**config.mk**
```make
export PLATFORM = sky130hd
export DESIGN_NAME = transaction_stream_parser_flat
export DESIGN_NICKNAME = d
export VERILOG_FILES = /design/src/hw/rtl/tsp_pkg.sv /design/src/hw/rtl/tsp_in_if.sv /design/src/hw/rtl/tsp_out_if.sv /design/src/hw/rtl/transaction_stream_parser.sv /design/src/flat_wrapper.sv
export SDC_FILE = /design/constraint.sdc
export NUM_CORES = 2
export LEC_CHECK = 0
export BUFFER_PORTS_ARGS = -buffer_cell sky130_fd_sc_hd__clkbuf_2
export CAP_MARGIN = 20
export CORE_MARGIN = 2
export CORE_UTILIZATION = 40
export CTS_CLUSTER_DIAMETER = 50
export CTS_CLUSTER_SIZE = 14
export DETAILED_ROUTE_END_ITERATION = 8
export SYNTH_ARGS = -nofsm -noshare
export SYNTH_HDL_FRONTEND = slang
export SYNTH_SLANG_ARGS = --single-unit
export TNS_END_PERCENT = 10
```
**constraint.sdc**
```tcl
create_clock -name clk -period 16.2 [get_ports clk]
set_input_delay 1.62 -clock clk [delete_from_list [all_inputs] [get_ports clk]]
set_output_delay 1.62 -clock clk [all_outputs]
set_load 0.01 [all_outputs]
```
**src/hw/rtl/tsp_pkg.sv**
```systemverilog
package tsp_pkg;

    localparam int DATA_W  = 8;
    localparam int KIND_W  = 4;
    localparam int VALUE_W = 64;
    localparam int INDEX_W = 32;
    localparam int CNT_W   = 4;

    localparam int HASH_BYTES_DEFAULT = 32;

    localparam logic [DATA_W-1:0] VARINT_PREFIX_16 = 8'hfd;
    localparam logic [DATA_W-1:0] VARINT_PREFIX_32 = 8'hfe;

    localparam logic [CNT_W-1:0] FIXED_LEN_4 = 4'd4;
    localparam logic [CNT_W-1:0] FIXED_LEN_8 = 4'd8;
    localparam logic [CNT_W-1:0] VARINT_LEN_2 = 4'd2;

    typedef enum logic [KIND_W-1:0] {
        KIND_VERSION   = 4'd0,
        KIND_INCOUNT   = 4'd1,
        KIND_HASHBYTE  = 4'd2,
        KIND_PREVINDEX = 4'd3,
        KIND_SIGLEN    = 4'd4,
        KIND_SIGBYTE   = 4'd5,
        KIND_SEQ       = 4'd6,
        KIND_OUTCOUNT  = 4'd7,
        KIND_AMOUNT    = 4'd8,
        KIND_PKLEN     = 4'd9,
        KIND_PKBYTE    = 4'd10,
        KIND_LOCKTIME  = 4'd11
    } field_kind_t;

endpackage

```
**src/hw/rtl/tsp_in_if.sv**
```systemverilog
interface tsp_in_if;

    logic                        valid;
    logic                        ready;
    logic [tsp_pkg::DATA_W-1:0]  data_byte;
    logic                        start_of_tx;

    modport source (output valid, output data_byte, output start_of_tx, input ready);
    modport sink   (input valid, input data_byte, input start_of_tx, output ready);

endinterface

```
**src/hw/rtl/tsp_out_if.sv**
```systemverilog
interface tsp_out_if;

    logic                         valid;
    logic                         ready;
    logic [tsp_pkg::KIND_W-1:0]   field_kind;
    logic [tsp_pkg::VALUE_W-1:0]  field_value;
    logic [tsp_pkg::INDEX_W-1:0]  item_index;
    logic                         last;

    modport source (
        output valid, output field_kind, output field_value, output item_index,
        output last, input ready
    );
    modport sink (
        input valid, input field_kind, input field_value, input item_index,
        input last, output ready
    );

endinterface

```
**src/hw/rtl/transaction_stream_parser.sv**
```systemverilog
// Streaming parser for a serialized legacy transaction. It takes one byte beat per clock
// cycle while its output register can accept, and produces at most one field beat per byte,
// registered in the cycle after the byte is taken, from a single output register. A byte is
// taken whenever that register is empty or is being read in the same cycle, so with a ready
// sink the parser sustains one byte per cycle with no gaps; the rate is set by the single
// pass of phase, accumulator and counter logic between the byte and the output register. A
// byte flagged start_of_tx restarts parsing at the version field. After the lock time beat,
// flagged last, bytes are dropped until the next start.
module transaction_stream_parser #(
    parameter int HASH_BYTES = tsp_pkg::HASH_BYTES_DEFAULT
) (
    input  logic        clk,
    input  logic        rst_n,
    tsp_in_if.sink      byte_stream,
    tsp_out_if.source   field_stream
);

    typedef enum logic [12:0] {
        PH_VERSION   = 13'b0000000000001,
        PH_INCOUNT   = 13'b0000000000010,
        PH_HASH      = 13'b0000000000100,
        PH_PREVINDEX = 13'b0000000001000,
        PH_SIGLEN    = 13'b0000000010000,
        PH_SIGBYTE   = 13'b0000000100000,
        PH_SEQ       = 13'b0000001000000,
        PH_OUTCOUNT  = 13'b0000010000000,
        PH_AMOUNT    = 13'b0000100000000,
        PH_PKLEN     = 13'b0001000000000,
        PH_PKBYTE    = 13'b0010000000000,
        PH_LOCKTIME  = 13'b0100000000000,
        PH_IDLE      = 13'b1000000000000
    } phase_t;

    localparam int VW = tsp_pkg::VALUE_W;
    localparam int IW = tsp_pkg::INDEX_W;
    localparam int CW = tsp_pkg::CNT_W;

    phase_t             phase_reg, phase_next;
    logic [CW-1:0]      cnt_reg, cnt_next;
    logic [VW-1:0]      acc_reg, acc_next;
    logic [CW-1:0]      vsz_reg, vsz_next;
    logic [VW-1:0]      brem_reg, brem_next;
    logic [VW-1:0]      irem_reg, irem_next;
    logic [IW-1:0]      eidx_reg, eidx_next;

    logic                        out_valid_reg;
    tsp_pkg::field_kind_t        kind_reg, kind_next;
    logic [VW-1:0]               value_reg, value_next;
    logic [IW-1:0]               index_reg, index_next;
    logic                        last_reg, last_next;
    logic                        emit;

    logic                        in_fire;
    logic                        start;
    logic [tsp_pkg::DATA_W-1:0]  b;
    phase_t                      ph;
    logic [CW-1:0]               cnt;
    logic [VW-1:0]               acc;
    logic [CW-1:0]               vsz;
    logic [VW-1:0]               brem;
    logic [VW-1:0]               irem;
    logic [IW-1:0]               eidx;

    logic [CW-1:0]               cnt_inc;
    logic [CW-1:0]               fix_n;
    logic                        fix_done;
    logic [VW-1:0]               acc_shift;
    logic                        is_varint;
    logic                        vint_prefix;
    logic                        vint_done;
    logic [VW-1:0]               vint_val;
    logic [VW-1:0]               brem_dec;
    logic [VW-1:0]               irem_dec;
    logic [IW-1:0]               eidx_bump;

    assign byte_stream.ready = !out_valid_reg || field_stream.ready;
    assign in_fire = byte_stream.valid && byte_stream.ready;

    assign start = byte_stream.start_of_tx;
    assign b     = byte_stream.data_byte;

    always_comb
    begin
        ph   = start ? PH_VERSION : phase_reg;
        cnt  = start ? '0 : cnt_reg;
        acc  = start ? '0 : acc_reg;
        vsz  = start ? '0 : vsz_reg;
        brem = start ? '0 : brem_reg;
        irem = start ? '0 : irem_reg;
        eidx = start ? '0 : eidx_reg;

        is_varint = (ph == PH_INCOUNT) || (ph == PH_SIGLEN) || (ph == PH_OUTCOUNT)
                 || (ph == PH_PKLEN);
        cnt_inc   = cnt + CW'(1);
        fix_n     = is_varint ? vsz
                  : ((ph == PH_AMOUNT) ? tsp_pkg::FIXED_LEN_8 : tsp_pkg::FIXED_LEN_4);
        fix_done  = (cnt_inc >= fix_n);
        acc_shift = acc | (VW'(b) << {cnt[2:0], 3'b000});

        vint_prefix = (vsz == '0);
        vint_done   = vint_prefix ? (b < tsp_pkg::VARINT_PREFIX_16) : fix_done;
        vint_val    = vint_prefix ? VW'(b) : acc_shift;

        brem_dec  = brem - VW'(1);
        irem_dec  = irem - VW'(1);
        eidx_bump = (eidx != '1) ? eidx + IW'(1) : eidx;

        phase_next = ph;
        cnt_next   = cnt;
        acc_next   = acc;
        vsz_next   = vsz;
        brem_next  = brem;
        irem_next  = irem;
        eidx_next  = eidx;

        emit       = 1'b0;
        kind_next  = tsp_pkg::KIND_VERSION;
        value_next = acc_shift;
        index_next = eidx;
        last_next  = 1'b0;

        if (is_varint)
        begin
            if (vint_prefix)
            begin
                if (!vint_done)
                begin
                    vsz_next = (b == tsp_pkg::VARINT_PREFIX_16) ? tsp_pkg::VARINT_LEN_2
                             : (b == tsp_pkg::VARINT_PREFIX_32) ? tsp_pkg::FIXED_LEN_4
                             : tsp_pkg::FIXED_LEN_8;
                    acc_next = '0;
                    cnt_next = '0;
                end
            end
            else if (fix_done)
            begin
                vsz_next = '0;
                acc_next = '0;
                cnt_next = '0;
            end
            else
            begin
                acc_next = acc_shift;
                cnt_next = cnt_inc;
            end
        end
        else if (ph == PH_VERSION || ph == PH_PREVINDEX || ph == PH_SEQ
              || ph == PH_AMOUNT || ph == PH_LOCKTIME)
        begin
            acc_next = fix_done ? '0 : acc_shift;
            cnt_next = fix_done ? '0 : cnt_inc;
        end

        case (ph)
            PH_VERSION:
            begin
                if (fix_done)
                begin
                    emit       = 1'b1;
                    kind_next  = tsp_pkg::KIND_VERSION;
                    index_next = '0;
                    phase_next = PH_INCOUNT;
                end
            end
            PH_INCOUNT:
            begin
                if (vint_done)
                begin
                    emit       = 1'b1;
                    kind_next  = tsp_pkg::KIND_INCOUNT;
                    value_next = vint_val;
                    index_next = '0;
                    irem_next  = vint_val;
                    eidx_next  = '0;
                    if (vint_val == '0)
                    begin
                        phase_next = PH_OUTCOUNT;
                    end
                    else
                    begin
                        brem_next  = VW'(HASH_BYTES);
                        phase_next = PH_HASH;
                    end
                end
            end
            PH_HASH:
            begin
                emit       = 1'b1;
                kind_next  = tsp_pkg::KIND_HASHBYTE;
                value_next = VW'(b);
                brem_next  = brem_dec;
                if (brem_dec == '0)
                begin
                    phase_next = PH_PREVINDEX;
                end
            end
            PH_PREVINDEX:
            begin
                if (fix_done)
                begin
                    emit       = 1'b1;
                    kind_next  = tsp_pkg::KIND_PREVINDEX;
                    phase_next = PH_SIGLEN;
                end
            end
            PH_SIGLEN:
            begin
                if (vint_done)
                begin
                    emit       = 1'b1;
                    kind_next  = tsp_pkg::KIND_SIGLEN;
                    value_next = vint_val;
                    brem_next  = vint_val;
                    phase_next = (vint_val == '0) ? PH_SEQ : PH_SIGBYTE;
                end
            end
            PH_SIGBYTE:
            begin
                emit       = 1'b1;
                kind_next  = tsp_pkg::KIND_SIGBYTE;
                value_next = VW'(b);
                brem_next  = brem_dec;
                if (brem_dec == '0)
                begin
                    phase_next = PH_SEQ;
                end
            end
            PH_SEQ:
            begin
                if (fix_done)
                begin
                    emit      = 1'b1;
                    kind_next = tsp_pkg::KIND_SEQ;
                    irem_next = irem_dec;
                    if (irem_dec == '0)
                    begin
                        phase_next = PH_OUTCOUNT;
                    end
                    else
                    begin
                        eidx_next  = eidx_bump;
                        brem_next  = VW'(HASH_BYTES);
                        phase_next = PH_HASH;
                    end
                end
            end
            PH_OUTCOUNT:
            begin
                if (vint_done)
                begin
                    emit       = 1'b1;
                    kind_next  = tsp_pkg::KIND_OUTCOUNT;
                    value_next = vint_val;
                    index_next = '0;
                    irem_next  = vint_val;
                    eidx_next  = '0;
                    phase_next = (vint_val == '0) ? PH_LOCKTIME : PH_AMOUNT;
                end
            end
            PH_AMOUNT:
            begin
                if (fix_done)
                begin
                    emit       = 1'b1;
                    kind_next  = tsp_pkg::KIND_AMOUNT;
                    phase_next = PH_PKLEN;
                end
            end
            PH_PKLEN:
            begin
                if (vint_done)
                begin
                    emit       = 1'b1;
                    kind_next  = tsp_pkg::KIND_PKLEN;
                    value_next = vint_val;
                    brem_next  = vint_val;
                    if (vint_val == '0)
                    begin
                        irem_next = irem_dec;
                        if (irem_dec == '0)
                        begin
                            phase_next = PH_LOCKTIME;
                        end
                        else
                        begin
                            eidx_next  = eidx_bump;
                            phase_next = PH_AMOUNT;
                        end
                    end
                    else
                    begin
                        phase_next = PH_PKBYTE;
                    end
                end
            end
            PH_PKBYTE:
            begin
                emit       = 1'b1;
                kind_next  = tsp_pkg::KIND_PKBYTE;
                value_next = VW'(b);
                brem_next  = brem_dec;
                if (brem_dec == '0)
                begin
                    irem_next = irem_dec;
                    if (irem_dec == '0)
                    begin
                        phase_next = PH_LOCKTIME;
                    end
                    else
                    begin
                        eidx_next  = eidx_bump;
                        phase_next = PH_AMOUNT;
                    end
                end
            end
            PH_LOCKTIME:
            begin
                if (fix_done)
                begin
                    emit       = 1'b1;
                    kind_next  = tsp_pkg::KIND_LOCKTIME;
                    index_next = '0;
                    last_next  = 1'b1;
                    phase_next = PH_IDLE;
                end
            end
            default:
            begin
                phase_next = ph;
            end
        endcase
    end

    always_ff @(posedge clk or negedge rst_n)
    begin
        if (!rst_n)
        begin
            phase_reg     <= PH_VERSION;
            cnt_reg       <= '0;
            acc_reg       <= '0;
            vsz_reg       <= '0;
            brem_reg      <= '0;
            irem_reg      <= '0;
            eidx_reg      <= '0;
            out_valid_reg <= 1'b0;
        end
        else
        begin
            if (in_fire)
            begin
                phase_reg     <= phase_next;
                cnt_reg       <= cnt_next;
                acc_reg       <= acc_next;
                vsz_reg       <= vsz_next;
                brem_reg      <= brem_next;
                irem_reg      <= irem_next;
                eidx_reg      <= eidx_next;
                out_valid_reg <= emit;
            end
            else if (field_stream.ready)
            begin
                out_valid_reg <= 1'b0;
            end
        end
    end

    always_ff @(posedge clk)
    begin
        if (in_fire && emit)
        begin
            kind_reg  <= kind_next;
            value_reg <= value_next;
            index_reg <= index_next;
            last_reg  <= last_next;
        end
    end

    assign field_stream.valid       = out_valid_reg;
    assign field_stream.field_kind  = kind_reg;
    assign field_stream.field_value = value_reg;
    assign field_stream.item_index  = index_reg;
    assign field_stream.last        = last_reg;

    a_last_is_locktime: assert property (@(posedge clk) disable iff (!rst_n)
        field_stream.valid && field_stream.last
        |-> field_stream.field_kind == tsp_pkg::KIND_LOCKTIME)
        else $error("last flagged on a beat other than lock time");

    a_header_index_zero: assert property (@(posedge clk) disable iff (!rst_n)
        field_stream.valid && (field_stream.field_kind == tsp_pkg::KIND_VERSION
            || field_stream.field_kind == tsp_pkg::KIND_INCOUNT
            || field_stream.field_kind == tsp_pkg::KIND_OUTCOUNT
            || field_stream.field_kind == tsp_pkg::KIND_LOCKTIME)
        |-> field_stream.item_index == '0)
        else $error("nonzero item index on a transaction-level field");

    a_start_restarts: assert property (@(posedge clk) disable iff (!rst_n)
        in_fire && start
        |=> phase_reg == PH_VERSION && cnt_reg == CW'(1) && !out_valid_reg)
        else $error("start byte did not restart the version field");

    a_varint_size_legal: assert property (@(posedge clk) disable iff (!rst_n)
        vsz_reg == '0 || vsz_reg == tsp_pkg::VARINT_LEN_2
        || vsz_reg == tsp_pkg::FIXED_LEN_4 || vsz_reg == tsp_pkg::FIXED_LEN_8)
        else $error("illegal varint size");

    a_count_in_range: assert property (@(posedge clk) disable iff (!rst_n)
        cnt_reg < tsp_pkg::FIXED_LEN_8)
        else $error("field byte count out of range");

endmodule

```
**src/flat_wrapper.sv**
```systemverilog
// flat-port wrapper written by rule: the top's interface ports become plain ports
module transaction_stream_parser_flat 
#(
    parameter int HASH_BYTES = tsp_pkg::HASH_BYTES_DEFAULT
)
  (clk, rst_n, byte_stream_valid, byte_stream_data_byte, byte_stream_start_of_tx, byte_stream_ready, field_stream_valid, field_stream_field_kind, field_stream_field_value, field_stream_item_index, field_stream_last, field_stream_ready);
  tsp_in_if byte_stream_i ();
  tsp_out_if field_stream_i ();
  input  logic clk;
  input  logic rst_n;
  input wire logic [$bits(byte_stream_i.valid)-1:0] byte_stream_valid;
  input wire logic [$bits(byte_stream_i.data_byte)-1:0] byte_stream_data_byte;
  input wire logic [$bits(byte_stream_i.start_of_tx)-1:0] byte_stream_start_of_tx;
  output wire logic [$bits(byte_stream_i.ready)-1:0] byte_stream_ready;
  output wire logic [$bits(field_stream_i.valid)-1:0] field_stream_valid;
  output wire logic [$bits(field_stream_i.field_kind)-1:0] field_stream_field_kind;
  output wire logic [$bits(field_stream_i.field_value)-1:0] field_stream_field_value;
  output wire logic [$bits(field_stream_i.item_index)-1:0] field_stream_item_index;
  output wire logic [$bits(field_stream_i.last)-1:0] field_stream_last;
  input wire logic [$bits(field_stream_i.ready)-1:0] field_stream_ready;
  assign byte_stream_i.valid = byte_stream_valid;
  assign byte_stream_i.data_byte = byte_stream_data_byte;
  assign byte_stream_i.start_of_tx = byte_stream_start_of_tx;
  assign byte_stream_ready = byte_stream_i.ready;
  assign field_stream_valid = field_stream_i.valid;
  assign field_stream_field_kind = field_stream_i.field_kind;
  assign field_stream_field_value = field_stream_i.field_value;
  assign field_stream_item_index = field_stream_i.item_index;
  assign field_stream_last = field_stream_i.last;
  assign field_stream_i.ready = field_stream_ready;
  transaction_stream_parser #(.HASH_BYTES(HASH_BYTES)) u_core (.clk(clk), .rst_n(rst_n), .byte_stream(byte_stream_i), .field_stream(field_stream_i));
endmodule
```
==> flow_summary.toml <==
[outcome]
status = "completed"

[sta]
slew_viol_final = 0
fin_crit_ps = 8680
rsz0062_at_grt = "no"
timing.fmax_mhz = 115
fin_skew_ps = 48.7
slew_headroom_pct = 12.9
setup_ws_ps = 7520
finalCritPeriodShare_pct = 53.6
fin_hold_ws_ps = 507
tightestPinTransition_ps = 1300
hold_violations = 0
setup_violations = 0
setup_tns_ps = 0

[placement]
pre_cts_ws_ps = 7420
hpwl_um = 91600
port_buffers = 115
dp_cells = 4224
gp_congestion = 1.05
placed_cell_area_sq_mm = 0.0283

[setup_path]
r2r_end = "u_core.irem_reg[42]"
cp_common_cell = "buf_4"
required_ps = 16760
reg2reg_depth = 22
critPathLaunchType = "input pin"
r2r-start = "u_core.phase_reg[10]"
critPathMaxStageDelay_ps = 840
cp_top_family = "buffers and inverters"
slowest_stage = "buf_4"
crit_buf_inv = 7
worst-r2r-setup-slack_ps = 8750
worst-path-max-fanout = 144
crit_chain = "buf_8 -> inv_6 -> buf_12 -> o21ai_0 -> and3_1 -> nor2_2 -> buf_4 -> nand2_1 -> and2_1 -> ha_1 -> nand2b_1 -> a21o_1 -> a21o_1 -> a211oi_2 -> buf_4 -> a21oi_2 -> buf_4 -> nor2_4 -> buf_4 -> a21oi_1 -> or2_2 -> o311a_1 -> nor2_1 -> a2bb2oi_1"
critPathKind = "in2reg"
end_kind = "register"
arrival_ps = 9240

[grt]
grt_max_degree = 145
first_global_vias = 27700
gr-usage-all-layers_pct = 35.9
grt_pass1_wl_um = 190000
antenna_found_initial = 13
grt_overflow = 0

[floorplan]
dieArea_sq_mm = 0.0698
core_sq_mm = 0.0670
die_w_um = 264
boundaryPins = 116
initial_core_util_pct = 40.4
fp-row-count = 95
die_y_um = 264

[power_and_ir_drop]
power_mw = 4.69
switching_power_mw = 2.22
p_comb_share_pct = 48.6
powerDensity_mw_per_mm2 = 156
swShare_pct = 47.4
p_int_mw = 2.46
clkPwrFrac_pct = 25.6
vdd_drop_max_mv = 0.102
p_seq_share_pct = 25.8
power.leakage_nw = 11.8

[cts]
cts_tree = "built"
clock-sinks = 347
clkLatencyLatePin_ps = 650
clkTransAtPathRegs_ps = 70
clock_path_buffers = 3
numCtsBuffers = 51
cts_resized = 0
cts_root_buffer = "clkbuf_16"
h-tree-depth = 2
post-cts-setup-buffers = 0
cts-hold-fix-buffers = 0

[worst_hold_path]
worst_hold_path.endpoint = "u_core.field_stream.valid"
holdCritStartpoint = "u_core.field_stream.valid"
min_path_cells = 1
hp-class = "reg2reg"

[layout]
finish.utilization_pct = 44.9
regArea_sq_mm = 0.00919
fillers = 6802
multi_input_area_sq_mm = 0.0164
finalNetCount = 3429
final_area_sq_mm = 0.0301
area_growth_pct = 11.3
drive_gt1_share_pct = 11.1
instances_no_fill = 4327

[drt]
vias = 30600
first_iter_violations = 5191
post-route-drc-count = 0
via_per_inst = 7.08
dr.pass1.iters = 8
ant_nets = 0
wl_per_cell_um = 30.0
routed_wl_um = 130000

[logic_synthesis]
syn_nets = 3493
yosysUniqueCellTypes = 98
synth_area_sq_mm = 0.0271
async_flop_share_pct = 70.9
synthCells = 3470
yosys.area.top_type = "dfrtp_1"
ys.flop_type = "dfrtp_1"
ys_seq_area_share_pct = 34.0
yosysTopAreaCellShare_pct = 22.7
avgSynthCellArea_sq_um = 7.80
ys_warn_count = 0
synth_seq_cells = 347
synth_edf_count = 101
synth.area.top_cells = "dfrtp_1 23%, edfxtp_1 11%, nor2_1 5.6%, o21ai_0 5.1%, a21oi_1 4.5%"

[run]
cap_violations = 0
area by class of cell:
| type | count | share of cell area, % |
|---|---|---|
| multi-input combinational | 2731 | 54.6 |
| sequential | 347 | 30.5 |
| clock buffer | 58 | 4.43 |
| timing repair buffer | 210 | 4.39 |
| tap | 873 | 3.63 |
| clock inverter | 38 | 1.56 |
| inverter | 65 | 0.827 |
| antenna | 5 | 0.0416 |
synthesized netlist by cell type (all sizes together), types with 12 or more instances:
master and count:
nor2 403, xor2 16, mux2i 17, dfrtp 245
a21o 26, nand2b 12, o31ai 24, nor4bb 20
nor3b 12, nor2b 52, a22o 86, nand4b 13
a41oi 18, or3 26, inv 63, a31oi 63
and3 27, a22oi 116, o211ai 17, a21oi 243
edfxtp 101, clkbuf 257, nand3 93, and4 15
and2 58, o22ai 62, xnor2 42, nor4b 14
and4b 27, nand2 317, nor3 130, nor4 103
o21ai 305, nand4 64, o41ai 31, buf 70
or4 31, a211oi 29, o221ai 12, o21a 17
layout by cell type (no fill, tap or decap), types with 86 or more instances in the layout:
master	n
nor2_1	397
nand2_1	315
o21ai_0	276
dfrtp_1	243
a21oi_1	239
nor3_1	123
a22oi_1	116
clkbuf_2	113
edfxtp_1	101
nand3_1	92
buf_4	92
nor4_1	87
a22o_1	86
worst max-delay path by stage:
| stage | start | end | slack, ps | cells after the start |
|---|---|---|---|---|
| after floorplan | byte_stream_start_of_tx | u_core.field_stream.field_kind[0] | 4560 | 20 |
| after global placement | byte_stream_start_of_tx | u_core.irem_reg[42] | 7490 | 24 |
| after detailed placement | byte_stream_start_of_tx | u_core.irem_reg[42] | 7420 | 24 |
| after CTS | byte_stream_start_of_tx | u_core.irem_reg[42] | 8050 | 24 |
| after global routing | byte_stream_start_of_tx | u_core.field_stream.item_index[26] | 7420 | 21 |
| final | byte_stream_start_of_tx | u_core.irem_reg[42] | 7520 | 24 |
power groups by stage:
| stage | combinational (mW) | clock, mW | sequential [mW] |
|---|---|---|---|
| after global placement | 2.17 | 0 | 1.21 |
| final | 2.28 | 1.20 | 1.21 |
| after global routing | 2.40 | 1.25 | 1.22 |
| after floorplan | 1.49 | 0 | 1.14 |
| after CTS | 2.18 | 1.21 | 1.20 |
| after detailed placement | 2.17 | 0 | 1.21 |
worst register-to-register path, delay by kind of cell (launching register included):
family          cells  cell delay [ps]
simple gates       10             3780
fa+ha+maj           1              220
flops               1              460
compound gates      7             1120
buf+inv             4             1780
cells by family (layout without fill, tap and decap cells):
logic type               after synthesis  after routing  share of synthesized area [%]
adder cells (fa/ha/maj)               10             10                          0.462
AO/OA/AOI/OAI                       1196           1196                           29.2
buffers and inverters                392            371                           5.73
AND/OR/NAND/NOR                     1444           1444                           27.9
multiplexers                          23             23                          0.878
flip-flops                           347            347                           34.0
other                                  0              5                              0
XOR/XNOR                              58             58                           1.88
routing by layer:
metal	vias to the layer above	routed length, um	track usage, %
li1	13100	-	-
met1	14700	51600	49.3
met2	2358	51700	48.9
met3	445	18000	11.2
met4	14	8610	21.6
met5	-	85	0
(Power assumes the default switching activity.)
